## src/rtl/sct_pkg.sv

```systemverilog
`default_nettype none
package sct_pkg;

  localparam int CHAR_W   = 8;
  localparam int MODE_W   = 3;
  localparam int TK_W     = 3;
  localparam int RES_MAX  = 4;
  localparam int CNT_W    = $clog2(RES_MAX + 1);
  localparam int QDEPTH   = 8;
  localparam int QAW      = $clog2(QDEPTH);
  localparam int QCW      = $clog2(QDEPTH + 1);

  // lexer modes
  localparam logic [MODE_W-1:0] MODE_NORMAL = 3'd0;
  localparam logic [MODE_W-1:0] MODE_SQUOTE = 3'd1;
  localparam logic [MODE_W-1:0] MODE_DQUOTE = 3'd2;
  localparam logic [MODE_W-1:0] MODE_ESCAPE = 3'd3;
  localparam logic [MODE_W-1:0] MODE_DIGIT  = 3'd4;

  // token types
  localparam logic [TK_W-1:0] TK_STRING = 3'd0;
  localparam logic [TK_W-1:0] TK_REDIR  = 3'd1;
  localparam logic [TK_W-1:0] TK_APPEND = 3'd2;
  localparam logic [TK_W-1:0] TK_FD     = 3'd3;
  localparam logic [TK_W-1:0] TK_PIPE   = 3'd4;
  localparam logic [TK_W-1:0] TK_AMP    = 3'd5;

  // result kinds
  localparam logic KIND_CHAR = 1'b0;
  localparam logic KIND_END  = 1'b1;

  localparam logic [CHAR_W-1:0] CH_NUL   = 8'h00;
  localparam logic [CHAR_W-1:0] CH_TAB   = 8'h09;
  localparam logic [CHAR_W-1:0] CH_NL    = 8'h0A;
  localparam logic [CHAR_W-1:0] CH_SPACE = 8'h20;
  localparam logic [CHAR_W-1:0] CH_DQ    = 8'h22;
  localparam logic [CHAR_W-1:0] CH_AMP   = 8'h26;
  localparam logic [CHAR_W-1:0] CH_SQ    = 8'h27;
  localparam logic [CHAR_W-1:0] CH_D0    = 8'h30;
  localparam logic [CHAR_W-1:0] CH_D9    = 8'h39;
  localparam logic [CHAR_W-1:0] CH_GT    = 8'h3E;
  localparam logic [CHAR_W-1:0] CH_BSL   = 8'h5C;
  localparam logic [CHAR_W-1:0] CH_PIPE  = 8'h7C;

  typedef struct packed {
    logic              kind;
    logic [TK_W-1:0]   token_kind;
    logic [CHAR_W-1:0] char_out;
    logic              last;
  } sct_res_t;

  typedef struct packed {
    logic [CNT_W-1:0]            cnt;
    sct_res_t [RES_MAX-1:0]      ent;
  } sct_push_t;

  function automatic sct_res_t mk_res(logic kind, logic [TK_W-1:0] tk,
                                      logic [CHAR_W-1:0] ch);
    sct_res_t r;
    r.kind       = kind;
    r.token_kind = tk;
    r.char_out   = ch;
    r.last       = 1'b0;
    return r;
  endfunction

  // append one result, dropping it once the beat list is full
  function automatic sct_push_t push_res(sct_push_t p, sct_res_t e);
    if (p.cnt < CNT_W'(RES_MAX)) begin
      p.ent[p.cnt[$clog2(RES_MAX)-1:0]] = e;
      p.cnt = p.cnt + CNT_W'(1);
    end
    return p;
  endfunction

endpackage
`default_nettype wire

```

## src/rtl/shell_command_tokenizer_unit.sv

```systemverilog
// path: a byte waits in the input register, then its results enter the buffer
// throughput: one byte per cycle while the result buffer keeps four free slots;
//   results drain one per cycle when not stalled; multi-result bytes slow intake
// reset: synchronous, active low; clears lexer state, input stage and buffer
`default_nettype none
module shell_command_tokenizer_unit
  import sct_pkg::*;
(
  input  wire logic              clk,
  input  wire logic              rst_n,
  input  wire logic              in_valid,
  output logic                   in_stall,
  input  wire logic [CHAR_W-1:0] in_char_in,
  input  wire logic              in_line_end,
  output logic                   out_valid,
  input  wire logic              out_stall,
  output logic                   out_kind,
  output logic [TK_W-1:0]        out_token_kind,
  output logic [CHAR_W-1:0]      out_char_out,
  output logic                   out_last
);

  logic              iv_r, iv_nxt;
  logic [CHAR_W-1:0] ic_r;
  logic              ie_r;
  logic              room;
  logic              proc;
  logic              acc;
  sct_push_t         push;
  sct_res_t          rd;

  assign in_stall = iv_r & ~room;
  assign acc      = in_valid & ~in_stall;
  assign proc     = iv_r & room;
  assign iv_nxt   = acc | (iv_r & ~proc);

  always_ff @(posedge clk) begin
    if (!rst_n) begin
      iv_r <= 1'b0;
    end else begin
      iv_r <= iv_nxt;
    end
  end

  always_ff @(posedge clk) begin
    if (acc) begin
      ic_r <= in_char_in;
      ie_r <= in_line_end;
    end
  end

  sct_lexer u_lexer (
    .clk   (clk),
    .rst_n (rst_n),
    .step  (proc),
    .c     (ic_r),
    .eol   (ie_r),
    .push  (push)
  );

  sct_rbuf u_rbuf (
    .clk      (clk),
    .rst_n    (rst_n),
    .wr_en    (proc),
    .wr       (push),
    .room     (room),
    .rd_valid (out_valid),
    .rd_stall (out_stall),
    .rd       (rd)
  );

  assign out_kind       = rd.kind;
  assign out_token_kind = rd.token_kind;
  assign out_char_out   = rd.char_out;
  assign out_last       = rd.last;

endmodule
`default_nettype wire

```

## src/rtl/sct_lexer.sv

```systemverilog
`default_nettype none
module sct_lexer
  import sct_pkg::*;
(
  input  wire logic              clk,
  input  wire logic              rst_n,
  input  wire logic              step,
  input  wire logic [CHAR_W-1:0] c,
  input  wire logic              eol,
  output sct_push_t              push
);

  logic [MODE_W-1:0] mode_r, mode_nxt;
  logic [MODE_W-1:0] ret_r, ret_nxt;
  logic              gt_r, gt_nxt;
  logic              ne_r, ne_nxt;
  logic              st_r, st_nxt;

  always_comb begin
    sct_push_t         p;
    logic [MODE_W-1:0] m;
    logic [MODE_W-1:0] rm;
    logic              gt;
    logic              ne;
    logic              st;
    logic              consumed;
    logic              do_norm;
    logic              is_dig;

    p        = '0;
    m        = mode_r;
    rm       = ret_r;
    gt       = gt_r;
    ne       = ne_r;
    st       = st_r;
    consumed = 1'b0;
    do_norm  = 1'b0;
    is_dig   = (c >= CH_D0) && (c <= CH_D9);

    if (!st && (c == CH_SPACE || c == CH_TAB)) begin
      // leading blank dropped
    end else begin
      st = 1'b1;
      if (gt) begin
        gt = 1'b0;
        if (c == CH_GT) begin
          p = push_res(p, mk_res(KIND_END, TK_APPEND, CH_NUL));
          ne = 1'b0;
          consumed = 1'b1;
        end else begin
          p = push_res(p, mk_res(KIND_END, TK_REDIR, CH_NUL));
          ne = 1'b0;
        end
      end
      if (!consumed) begin
        case (m)
          MODE_SQUOTE: begin
            if (c == CH_SQ) begin
              rm = m;
              m  = MODE_NORMAL;
            end else begin
              p  = push_res(p, mk_res(KIND_CHAR, TK_STRING, c));
              ne = 1'b1;
            end
          end
          MODE_DQUOTE: begin
            if (c == CH_DQ) begin
              rm = m;
              m  = MODE_NORMAL;
            end else if (c == CH_BSL) begin
              rm = m;
              m  = MODE_ESCAPE;
            end else begin
              p  = push_res(p, mk_res(KIND_CHAR, TK_STRING, c));
              ne = 1'b1;
            end
          end
          MODE_ESCAPE: begin
            if (c != CH_NUL) begin
              p  = push_res(p, mk_res(KIND_CHAR, TK_STRING, c));
              ne = 1'b1;
            end
            m = (rm == MODE_ESCAPE) ? MODE_NORMAL : rm;
          end
          MODE_DIGIT: begin
            if (is_dig) begin
              p  = push_res(p, mk_res(KIND_CHAR, TK_STRING, c));
              ne = 1'b1;
            end else begin
              if (c == CH_GT) begin
                p  = push_res(p, mk_res(KIND_END, TK_FD, CH_NUL));
                ne = 1'b0;
              end
              rm      = m;
              m       = MODE_NORMAL;
              do_norm = 1'b1;
            end
          end
          default: begin
            m       = MODE_NORMAL;
            do_norm = 1'b1;
          end
        endcase
      end

      if (do_norm) begin
        if (c == CH_NUL || c == CH_NL || c == CH_SPACE) begin
          if (ne) begin
            p  = push_res(p, mk_res(KIND_END, TK_STRING, CH_NUL));
            ne = 1'b0;
          end
        end else if (c == CH_SQ) begin
          rm = m;
          m  = MODE_SQUOTE;
        end else if (c == CH_DQ) begin
          rm = m;
          m  = MODE_DQUOTE;
        end else if (c == CH_BSL) begin
          rm = m;
          m  = MODE_ESCAPE;
        end else if (c == CH_GT) begin
          if (ne) begin
            p  = push_res(p, mk_res(KIND_END, TK_STRING, CH_NUL));
            ne = 1'b0;
          end
          gt = 1'b1;
        end else if (c == CH_PIPE) begin
          if (ne) begin
            p  = push_res(p, mk_res(KIND_END, TK_STRING, CH_NUL));
            ne = 1'b0;
          end
          p  = push_res(p, mk_res(KIND_END, TK_PIPE, CH_NUL));
          ne = 1'b0;
        end else if (c == CH_AMP) begin
          p  = push_res(p, mk_res(KIND_END, TK_AMP, CH_NUL));
          ne = 1'b0;
        end else if (is_dig) begin
          rm = m;
          m  = MODE_DIGIT;
          p  = push_res(p, mk_res(KIND_CHAR, TK_STRING, c));
          ne = 1'b1;
        end else begin
          p  = push_res(p, mk_res(KIND_CHAR, TK_STRING, c));
          ne = 1'b1;
        end
      end
    end

    // end of line flushes everything, whatever the mode
    if (eol) begin
      if (gt) begin
        gt = 1'b0;
        p  = push_res(p, mk_res(KIND_END, TK_REDIR, CH_NUL));
        ne = 1'b0;
      end
      if (ne) begin
        p  = push_res(p, mk_res(KIND_END, TK_STRING, CH_NUL));
        ne = 1'b0;
      end
      m  = MODE_NORMAL;
      rm = MODE_NORMAL;
      st = 1'b0;
    end

    if (p.cnt != '0) begin
      p.ent[$clog2(RES_MAX)'(p.cnt - CNT_W'(1))].last = 1'b1;
    end

    push     = p;
    mode_nxt = m;
    ret_nxt  = rm;
    gt_nxt   = gt;
    ne_nxt   = ne;
    st_nxt   = st;
  end

  always_ff @(posedge clk) begin
    if (!rst_n) begin
      mode_r <= MODE_NORMAL;
      ret_r  <= MODE_NORMAL;
      gt_r   <= 1'b0;
      ne_r   <= 1'b0;
      st_r   <= 1'b0;
    end else if (step) begin
      mode_r <= mode_nxt;
      ret_r  <= ret_nxt;
      gt_r   <= gt_nxt;
      ne_r   <= ne_nxt;
      st_r   <= st_nxt;
    end
  end

endmodule
`default_nettype wire

```

## src/rtl/sct_rbuf.sv

```systemverilog
`default_nettype none
module sct_rbuf
  import sct_pkg::*;
(
  input  wire logic       clk,
  input  wire logic       rst_n,
  input  wire logic       wr_en,
  input  wire sct_push_t  wr,
  output logic            room,
  output logic            rd_valid,
  input  wire logic       rd_stall,
  output sct_res_t        rd
);

  sct_res_t       q_r [QDEPTH];
  logic [QAW-1:0] wp_r, wp_nxt;
  logic [QAW-1:0] rp_r, rp_nxt;
  logic [QCW-1:0] cnt_r, cnt_nxt;
  logic           pop;
  logic [QCW-1:0] add;

  // room for a whole item's worth of results
  assign room     = (cnt_r <= QCW'(QDEPTH - RES_MAX));
  assign rd_valid = (cnt_r != '0);
  assign rd       = q_r[rp_r];
  assign pop      = rd_valid & ~rd_stall;
  assign add      = wr_en ? QCW'(wr.cnt) : '0;

  always_comb begin
    wp_nxt  = wp_r + QAW'(add);
    rp_nxt  = pop ? rp_r + QAW'(1) : rp_r;
    cnt_nxt = cnt_r + add - (pop ? QCW'(1) : '0);
  end

  always_ff @(posedge clk) begin
    if (!rst_n) begin
      wp_r  <= '0;
      rp_r  <= '0;
      cnt_r <= '0;
    end else begin
      wp_r  <= wp_nxt;
      rp_r  <= rp_nxt;
      cnt_r <= cnt_nxt;
    end
  end

  always_ff @(posedge clk) begin
    for (int i = 0; i < RES_MAX; i++) begin
      if (wr_en && (CNT_W'(i) < wr.cnt)) begin
        q_r[wp_r + QAW'(i)] <= wr.ent[i];
      end
    end
  end

endmodule
`default_nettype wire

```

## config.mk

```make
export PLATFORM = sky130hd
export DESIGN_NAME = shell_command_tokenizer_unit
export DESIGN_NICKNAME = d
export VERILOG_FILES = /design/src/rtl/sct_pkg.sv /design/src/rtl/shell_command_tokenizer_unit.sv /design/src/rtl/sct_lexer.sv /design/src/rtl/sct_rbuf.sv
export SDC_FILE = /design/constraint.sdc
export NUM_CORES = 1
export LEC_CHECK = 0
export ABC_CLOCK_PERIOD_IN_PS = 16900
export BUFFER_PORTS_ARGS = -buffer_cell sky130_fd_sc_hd__clkbuf_2
export CAP_MARGIN = 10
export CORE_MARGIN = 5
export CORE_UTILIZATION = 69
export CTS_CLUSTER_SIZE = 8
export DETAILED_ROUTE_END_ITERATION = 6
export PLACE_DENSITY = 0.95
export SYNTH_ARGS = -nofsm -noshare
export SYNTH_HDL_FRONTEND = slang
export SYNTH_SLANG_ARGS = --single-unit
export TNS_END_PERCENT = 20
```

## constraint.sdc

```tcl
create_clock -name clk -period 16.9 [get_ports clk]
set_clock_uncertainty 0.1 [all_clocks]
set_input_delay 1.69 -clock clk [delete_from_list [all_inputs] [get_ports clk]]
set_output_delay 1.69 -clock clk [all_outputs]
set_load 0.03 [all_outputs]
```

## Word-level counts from Yosys, hierarchy flattened

Memories as Yosys holds them, arrays and structs flattened. A register that Yosys moved wholly into a read port is not among the register bits.
Cells that the tools add are included.

| storage, ports and cells | value |
|---|---|
| memories | 1 |
| flip-flop bits (word level) | 29 |
| word-level logic and storage cells | 261 |
| input port bits | 13 |
| memory bits (writable) | 104 |
| output and inout bits | 15 |

| operators by class | value |
|---|---|
| eq/ne operators | 15 |
| add/sub/neg operators | 13 |
| bitwise operators | 28 |
| magnitude comparators | 24 |
| multiplexer cells | 146 |
| reductions and logical operators | 23 |

Memories:

| memory | depth | width | read ports | clocked after memory_dff | write ports | line | source |
|---|---|---|---|---|---|---|---|
| u_rbuf.q_r | 8 | 13 | 1 | 1 | 3 | sct_rbuf.sv:15 | `sct_res_t q_r [QDEPTH];` |

Operators by type and width:

| kind | count |
|---|---|
| 55-bit two-way mux | 40 |
| 55-bit one-hot mux with 4 select lines | 1 |
| 52-bit bitwise mux | 3 |
| 13-bit demux with 2-bit select | 6 |
| 3-bit two-way mux | 37 |
| 48-bit bitwise AND | 2 |
| 48-bit NOT | 2 |
| 44-bit bitwise AND | 2 |
| 44-bit NOT | 2 |
| 40-bit bitwise AND | 2 |
| 40-bit NOT | 2 |
| 13-bit two-way mux | 6 |
| 52-bit two-way mux | 1 |
| 1-bit two-way mux | 47 |
| 8-bit by 6-bit equality test with 1-bit output, second input constant | 5 |
| 12-bit OR | 2 |
| 3-bit by 1-bit adder with 3-bit output, second input constant | 7 |
| 2-bit by 3-bit < comparator with 1-bit output, second input constant | 6 |
| 8-bit by 4-bit equality test with 1-bit output, second input constant | 2 |
| 8-bit by 7-bit equality test with 1-bit output, second input constant | 2 |
| 8-bit OR | 2 |
| 3-bit < comparator, second input constant | 5 |
| 13-bit OR reduction | 1 |
| 2-bit by 1-bit >= comparator with 1-bit output, second input constant | 6 |
| other kinds (32) | 58 |

## Logic depth before layout (Yosys ltp)

Gate-level depths: netlist of run 1.

| depth | value |
|---|---|
| word-level depth | 73 |
| gate-level depth with buffers | 35 |
| mapped depth without buffers | 31 |

## Modules after synthesis

A second synthesis of run 1 with hierarchy kept.

| unflattened totals | value |
|---|---|
| cell total of the unflattened synthesis | 1203 |
| area total of the unflattened synthesis | 10572.6 sq um |

By module, submodules not included:

| module | sequential area each (sq um) | area an instance (sq um) | instances | cells each |
|---|---|---|---|---|
| sct_rbuf | 3383.2 | 7673.6 | 1 | 810 |
| sct_lexer | 180.2 | 2575.0 | 1 | 379 |
| shell_command_tokenizer_unit | 290.3 | 324.1 | 1 | 14 |

## Worst setup path before layout of run 1

No wires, ideal clock.

| timing path | value |
|---|---|
| kind | reg2reg |
| from | register ic_r[7] |
| to | memory u_rbuf.q_r[3][0] in the netlist's numbering, enable pin |
| clock period less this slack | 7.101 ns |
| setup slack | 9.799 ns |
| required time | 16.399 ns |
| path buffers | 3 |
| setup time | 0.401 ns |
| data arrival time | 6.600 ns |
| cell stages (with the launch flop) | 31 |
| path through | edfxtp_1 buf_2 nor3_2 nand3_1 ha_1 mux2_2 a22o_1 o21ai_0 nand2_1 ha_1 nand2_1 mux2i_2 ha_1 nand2_1 o21ai_0 o221ai_1 nand2_1 inv_1 ha_1 inv_1 a21oi_1 ha_1 nand3_1 a211oi_2 o31a_1 buf_2 inv_2 buf_4 o211a_1 a21oi_1 o21ai_0 |

RTL lines:

| what | line | source |
|---|---|---|
| start, declared | shell_command_tokenizer_unit.sv:24 | `logic [CHAR_W-1:0] ic_r;` |
| start signal, assigned | shell_command_tokenizer_unit.sv:47 | `ic_r <= in_char_in;` |
| end, declared | sct_rbuf.sv:15 |  |

==> results of run 1 <==
[Yosys cell counts, types with 11 or more instances]
cell | number | area, um^2
edfxtp_1 | 113 | 3393
a21oi_1 | 99 | 495.5
nor2_1 | 96 | 360.4
mux2i_1 | 94 | 940.9
nand2_1 | 70 | 262.8
nor3_1 | 43 | 215.2
clkbuf_1 | 42 | 157.7
ha_1 | 34 | 425.4
and2_1 | 29 | 181.4
nand3_1 | 29 | 145.1
inv_1 | 27 | 101.4
buf_2 | 26 | 130.1
mux4_2 | 26 | 585.6
o21ai_0 | 26 | 130.1
dfxtp_1 | 23 | 460.4
nor2b_1 | 19 | 118.9
mux2_2 | 15 | 168.9
a31oi_1 | 11 | 68.82
[logic make-up after synthesis]
kind of cell | Yosys count | share of synthesized area [%]
buffers and inverters | 116 | 4.973
and+or+nand+nor | 350 | 16.83
adders and majority gates | 36 | 4.363
DFF | 136 | 36.12
xor gates and xnor gates | 16 | 1.314
AOI/OAI and AO/OA | 282 | 19.95
muxes | 138 | 16.44
[metal layers]
layer | routed length (um) | up-vias | GRT usage, %
met5 | 0 | - | 0
met4 | 2137 | 0 | 18.67
met3 | 4322 | 212 | 9.602
met2 | 15460 | 817 | 59.53
met1 | 11970 | 4480 | 48.51
li1 | - | 4037 | -
[layout make-up]
type / count / share of cell area (%)
multi-input combinational: 822 / 55.49
sequential: 136 / 33.94
clock buffer: 17 / 3.746
timing repair buffer: 44 / 2.314
tap: 188 / 2.071
clock inverter: 15 / 1.355
inverter: 32 / 1.080
[cells in the final DEF, fill, tap and decap left out, drive strengths merged, types with 10 or more instances in the layout]
cell type  netlist  final
xnor2           10     10
mux4            26     26
nand2           71     71
ha              34     34
o21ai           43     43
inv             31     40
nor2            98     98
a21oi          102    102
mux2            15     15
nand3           30     30
clkbuf          45     44
a31oi           13     13
mux2i           97     97
and2            29     29
nor3            49     49
nor2b           19     19
buf             39     17
dfxtp           23     23
a211oi          13     13
edfxtp         113    113
[final timing paths]
kind                                 startpoint                       endpoint  slack (ns)
hold reg to reg   u_lexer.ret_r[2]$_SDFFE_PN0P_  u_lexer.ret_r[2]$_SDFFE_PN0P_        0.41
setup / recovery              ic_r[6]$_DFFE_PP_     u_rbuf.q_r[1][3]$_DFFE_PP_        7.76
hold / removal    u_lexer.ret_r[2]$_SDFFE_PN0P_  u_lexer.ret_r[2]$_SDFFE_PN0P_        0.41
setup reg to reg              ic_r[6]$_DFFE_PP_     u_rbuf.q_r[1][3]$_DFFE_PP_        7.76
[through the flow]
stage / area [um^2] / power [mW] / hold WS [ns] / setup slack (ns)
after CTS: 11360 / 1.154 / 0.4058 / 8.089
after global routing: 11360 / 1.203 / 0.4426 / 7.198
after detailed placement: 10780 / 0.7809 / 0.3966 / 8.148
after global placement: 10780 / 0.7683 / 0.3961 / 8.536
after floorplan: 10670 / 0.6907 / 0.3716 / 9.799
final: 11360 / 1.166 / 0.4057 / 7.756
[tightest hold or removal path, delay by kind of cell (launching register included)]
| family | cells | cell delay [ns] |
|---|---|---|
| flip-flops | 1 | 0.32 |
| AO/OA/AOI/OAI | 2 | 0.14 |
[where the power goes]
part / internal [mW] / leakage, nW / switching [mW]
logic: 0.143 / 2.49 / 0.210
clock network: 0.208 / 0.277 / 0.171
registers: 0.398 / 1.23 / 0.0367
total: 0.749 / 3.99 / 0.417
[state kept, by name (all words and copies together) (netlist names), named ones only]
name,flops
ie_r,1
ic_r,8
u_rbuf.cnt_r,4
u_lexer.ne_r,1
iv_r,1
u_rbuf.q_r,104
u_lexer.gt_r,1
u_lexer.st_r,1
u_lexer.mode_r,3
u_rbuf.rp_r,3
u_lexer.ret_r,3
u_rbuf.wp_r,3
==> impl_metrics.toml, run 1 <==
[power]
p_leak_nw = 3.995
p_per_area_mw_per_mm2 = 102.7
max-vdd-ir-drop_v = 0.00007922

[cells_and_area]
fin_cells = 1254
syn_to_final_growth_pct = 6.462
fill_cells = 1060
final_nets = 1102
diodes = 0
final_core_utilization_pct = 74.71
seq_area_mm2 = 0.003855
drive_above_1_share_pct = 17.35
multi_input_area_mm2 = 0.006302

[clock_network]
worstSkewPairLatency_ns = 0.44
tritoncts = "built"
cts_hold_buf = 0
cts.clk_slew.worst_paths_ns = 0.07
cts_resized = 0
ctsHtreeMaxLevel = 4
clock-sinks = 136
cts_root_buffer = "clkbuf_16"
cts_max_path_buffers = 2
cts_made_buffers = 17
postCtsSetupRepairBufs = 0

[critical_path]
cp.arrival_ns = 9.22
r2r_cells = 25
cp_max_fo = 35
critical_path_buf_inv_count = 5
critical_path.max_stage_delay_ns = 0.81
critPathRequiredTime_ns = 16.98
critPathSlowestCell = "a21oi_4"
cp_num_cells = 25
critPathTopFamily = "compound AO/OA/AOI/OAI gates"
timing.setup.critical_path_class = "flop to flop"
cp-end-kind = "flop"
start_kind = "flop"

[timing]
tightest_slew_ns = 1.267
post-route-min-period_ns = 9.144
fmax_mhz = 109.4
post-route-period-util_pct = 54.10
final-setup-viol-count = 0
fin_setup_tns_ns = 0
hold_viol_final = 0
finalMaxSlewViolations = 0
rsz0062_at_grt = "false"
slew_headroom_pct = 15.24

[grt]
grt_pass1_wl_mm = 52.51
grt.total_usage_pct = 37.70
grt_overflow = 0
grt_max_degree = 36
grt_pass1_vias = 9157
antenna_found_initial = 1

[min_path]
hold_path.class = "flop to flop"
min_path_cells = 2

[placed_design]
dp_hpwl_mm = 23.40
gp_congestion = 0.9806
portBuffers = 27
dp_cells = 1222

[floorplan]
die_y_um = 134.3
dieArea_mm2 = 0.01805
die_x_um = 134.3
fp.coreArea_mm2 = 0.01520
pin_count = 28
initial_utilization_pct = 70.17
fp-row-count = 45

[detailed_routing]
routed_wirelength_mm = 33.90
drt_iter0_markers = 1806
dr.pass1.iters = 7
ant_nets = 0
vias = 9546
viasPerCell = 7.612
detail_route.wl_per_cell_um = 27.03
drcViolationCount = 0

[run_status]
status = "complete, no violations"

[yosys]
ys_async_sr_fraction_pct = 0
synth_nets = 1123
synth_flop_cell = "edfxtp_1"
synth_edf_count = 113
synth_area_per_cell_um2 = 9.933
ys_warn_count = 0
syn_inst = 1074
ys_seq_area_share_pct = 36.12
syn_area_mm2 = 0.01067
ys_ff_latch = 136
synth_cell_type_count = 109

[flow_run]
cap_violations = 0
No activity file was read; power rests on OpenSTA's default activity.
==> run 2, diff against run 1 <==
- ABC_CLOCK_PERIOD_IN_PS: 16900 -> 7780
- CORE_UTILIZATION: 69 -> 58
- PLACE_DENSITY: 0.95 -> 0.88
- clock period: 16.9 -> 7.78 ns (I/O delays scaled with it)
==> run 2 against run 1 <==
Net effect: global-route usage is 8.1 points lower; die area grew 17%; worst setup slack got worse by 7.4 ns; non-clock buffer count up 34; final cell count rose by 6.0%; clock power is 110% higher; wire length down 5.1%; combinational power rose by 120%; count of clock-buffer cells in the layout rose by 2; critical path type unchanged.
==> impl_metrics.toml, run 2 (synthesis results as in run 1) <==
[run_status]
status = "complete, no violations"

[grt]
grt_overflow = 0
antenna_found_initial = 0
grt_pass1_wl_mm = 50.32
grt_pass1_vias = 8892
grt_max_degree = 27
grt.total_usage_pct = 29.57

[floorplan]
dieArea_mm2 = 0.02121
pin_count = 28
initial_utilization_pct = 59.18
die_y_um = 145.6
fp-row-count = 49
die_x_um = 145.6
fp.coreArea_mm2 = 0.01802

[power]
p_clk_share_pct = 31.7
p_leak_nw = 4.148
p_int_mw = 1.630
switchingPower_mw = 0.8751
power_frac_seq_pct = 37.6
sw_frac_of_total_pct = 34.93
power_frac_comb_pct = 30.7
max-vdd-ir-drop_v = 0.0002041
p_per_area_mw_per_mm2 = 214.5

[timing]
post-route-min-period_ns = 7.403
fin_setup_tns_ns = 0
rsz0062_at_grt = "false"
slew_headroom_pct = 31.25
final-setup-viol-count = 0
fmax_mhz = 135.1
hold_viol_final = 0
tightest_slew_ns = 1.031
post-route-period-util_pct = 95.15
finalMaxSlewViolations = 0

[min_path]
holdPathEnd = "ic_r[0]$_DFFE_PP_"
min_path_cells = 1
min_from = "in_char_in[0]"
hold_path.class = "input port to flop"

[critical_path]
r2r-start = "ic_r[3]$_DFFE_PP_"
critical_path.max_stage_delay_ns = 0.61
start_kind = "flop"
critical_path_buf_inv_count = 4
critPathRequiredTime_ns = 7.85
cp.arrival_ns = 7.48
timing.setup.critical_path_class = "flop to flop"
reg2reg_to = "u_rbuf.q_r[4][1]$_DFFE_PP_"
crit_path_frequent_cell = "ha_1"
cp-end-kind = "flop"
critPathTopFamily = "compound AO/OA/AOI/OAI gates"
critPathSlowestCell = "edfxtp_1"
r2r_cells = 28
r2r_setup_slack_ns = 0.38
cp_max_fo = 17

[detailed_routing]
drt_iter0_markers = 1424
dr.pass1.iters = 6
routed_wirelength_mm = 32.16
detail_route.wl_per_cell_um = 24.19
viasPerCell = 7.126
ant_nets = 0
vias = 9470
drcViolationCount = 0

[cells_and_area]
final_nets = 1136
syn_to_final_growth_pct = 9.513
regMostFlops = "u_rbuf.q_r"
diodes = 0
final_area_mm2 = 0.01168
top_regs = "u_rbuf.q_r x104, ic_r x8, u_rbuf.cnt_r x4"
layout_common_cells = "113 x edfxtp_1, 98 x a21oi_1, 96 x nor2_1"
drive_above_1_share_pct = 19.91
final_common_cell = "edfxtp_1"
largest_register_ffs = 104
fill_cells = 1376

[placed_design]
dp_hpwl_mm = 22.72
placed_area_mm2 = 0.01101
portBuffers = 27
gp_congestion = 1.013

[clock_network]
tritoncts = "built"
clock-sinks = 136
cts.clk_slew.worst_paths_ns = 0.06
cts_root_buffer = "clkbuf_16"
cts_max_path_buffers = 2
cts_made_buffers = 17
ctsHtreeMaxLevel = 4
cts_hold_buf = 0
worstSkewPairLatency_ns = 0.43

[flow_run]
cap_violations = 0
run 2: cell types whose count changed in the layout (fill, tap and decap cells not counted), moves of 2 or more:
cell / before / now
inv_8: 4 / 0
buf_6: 0 / 2
buf_4: 17 / 48
clkinv_2: 0 / 2
clkbuf_1: 0 / 2
run 2: area by class of cell:
| class | instances | area (um^2) | area share (%) |
|---|---|---|---|
| multi-input combinational | 822 | 6327 | 54.16 |
| sequential | 136 | 3855 | 33.00 |
| timing repair buffer | 78 | 538.0 | 4.605 |
| clock buffer | 19 | 432.9 | 3.706 |
| tap | 229 | 286.5 | 2.453 |
| inverter | 32 | 122.6 | 1.050 |
| clock inverter | 13 | 120.1 | 1.028 |
run 2: power groups by stage:
| stage | logic (mW) | clock network, mW | registers (mW) |
|---|---|---|---|
| after CTS | 0.751 | 0.788 | 0.942 |
| final | 0.769 | 0.793 | 0.943 |
| after floorplan | 0.603 | 0 | 0.897 |
| after global placement | 0.727 | 0 | 0.953 |
| after global routing | 0.826 | 0.819 | 0.952 |
| after detailed placement | 0.747 | 0 | 0.957 |
run 2: through the flow:
step                      util (%)  total power, mW  worst slack (ns)  hold slack [ns]  instances
after floorplan                  -            1.500            0.6792           0.3716       1074
after global placement       61.08            1.680            0.6185           0.3991       1287
after detailed placement     61.08            1.704            0.2284           0.4106       1287
after CTS                    64.15            2.481            0.1458           0.4146       1319
after global routing         64.81            2.597           0.06328           0.4172       1329
final                        64.81            2.505            0.3773           0.4201       1329
run 2: how the worst max path moves through the flow:
stage | from | to | slack [ns] | depth (start not counted)
floorplan | ic_r[7]$_DFFE_PP_ | u_rbuf.q_r[3][0]$_DFFE_PP_ | 0.68 | 30
global placement | ic_r[7]$_DFFE_PP_ | u_rbuf.q_r[1][9]$_DFFE_PP_ | 0.62 | 25
detailed placement | ic_r[7]$_DFFE_PP_ | u_rbuf.q_r[1][9]$_DFFE_PP_ | 0.23 | 25
CTS | ic_r[7]$_DFFE_PP_ | u_rbuf.q_r[1][9]$_DFFE_PP_ | 0.15 | 25
global route | ic_r[4]$_DFFE_PP_ | u_rbuf.q_r[0][9]$_DFFE_PP_ | 0.06 | 29
finish | ic_r[3]$_DFFE_PP_ | u_rbuf.q_r[4][1]$_DFFE_PP_ | 0.38 | 28
run 2: layer usage:
metal  track usage (%)  wire length (um)
met2             47.79             15140
met1             38.51             12090
met3             8.159              3818
met4             10.12              1109
met5                 0                 0
run 2: timing repair:
action | CTS | global route
buffers inserted | 0 | 9
setup endpoints to repair | 0 | 206
gates resized for setup | 0 | 6
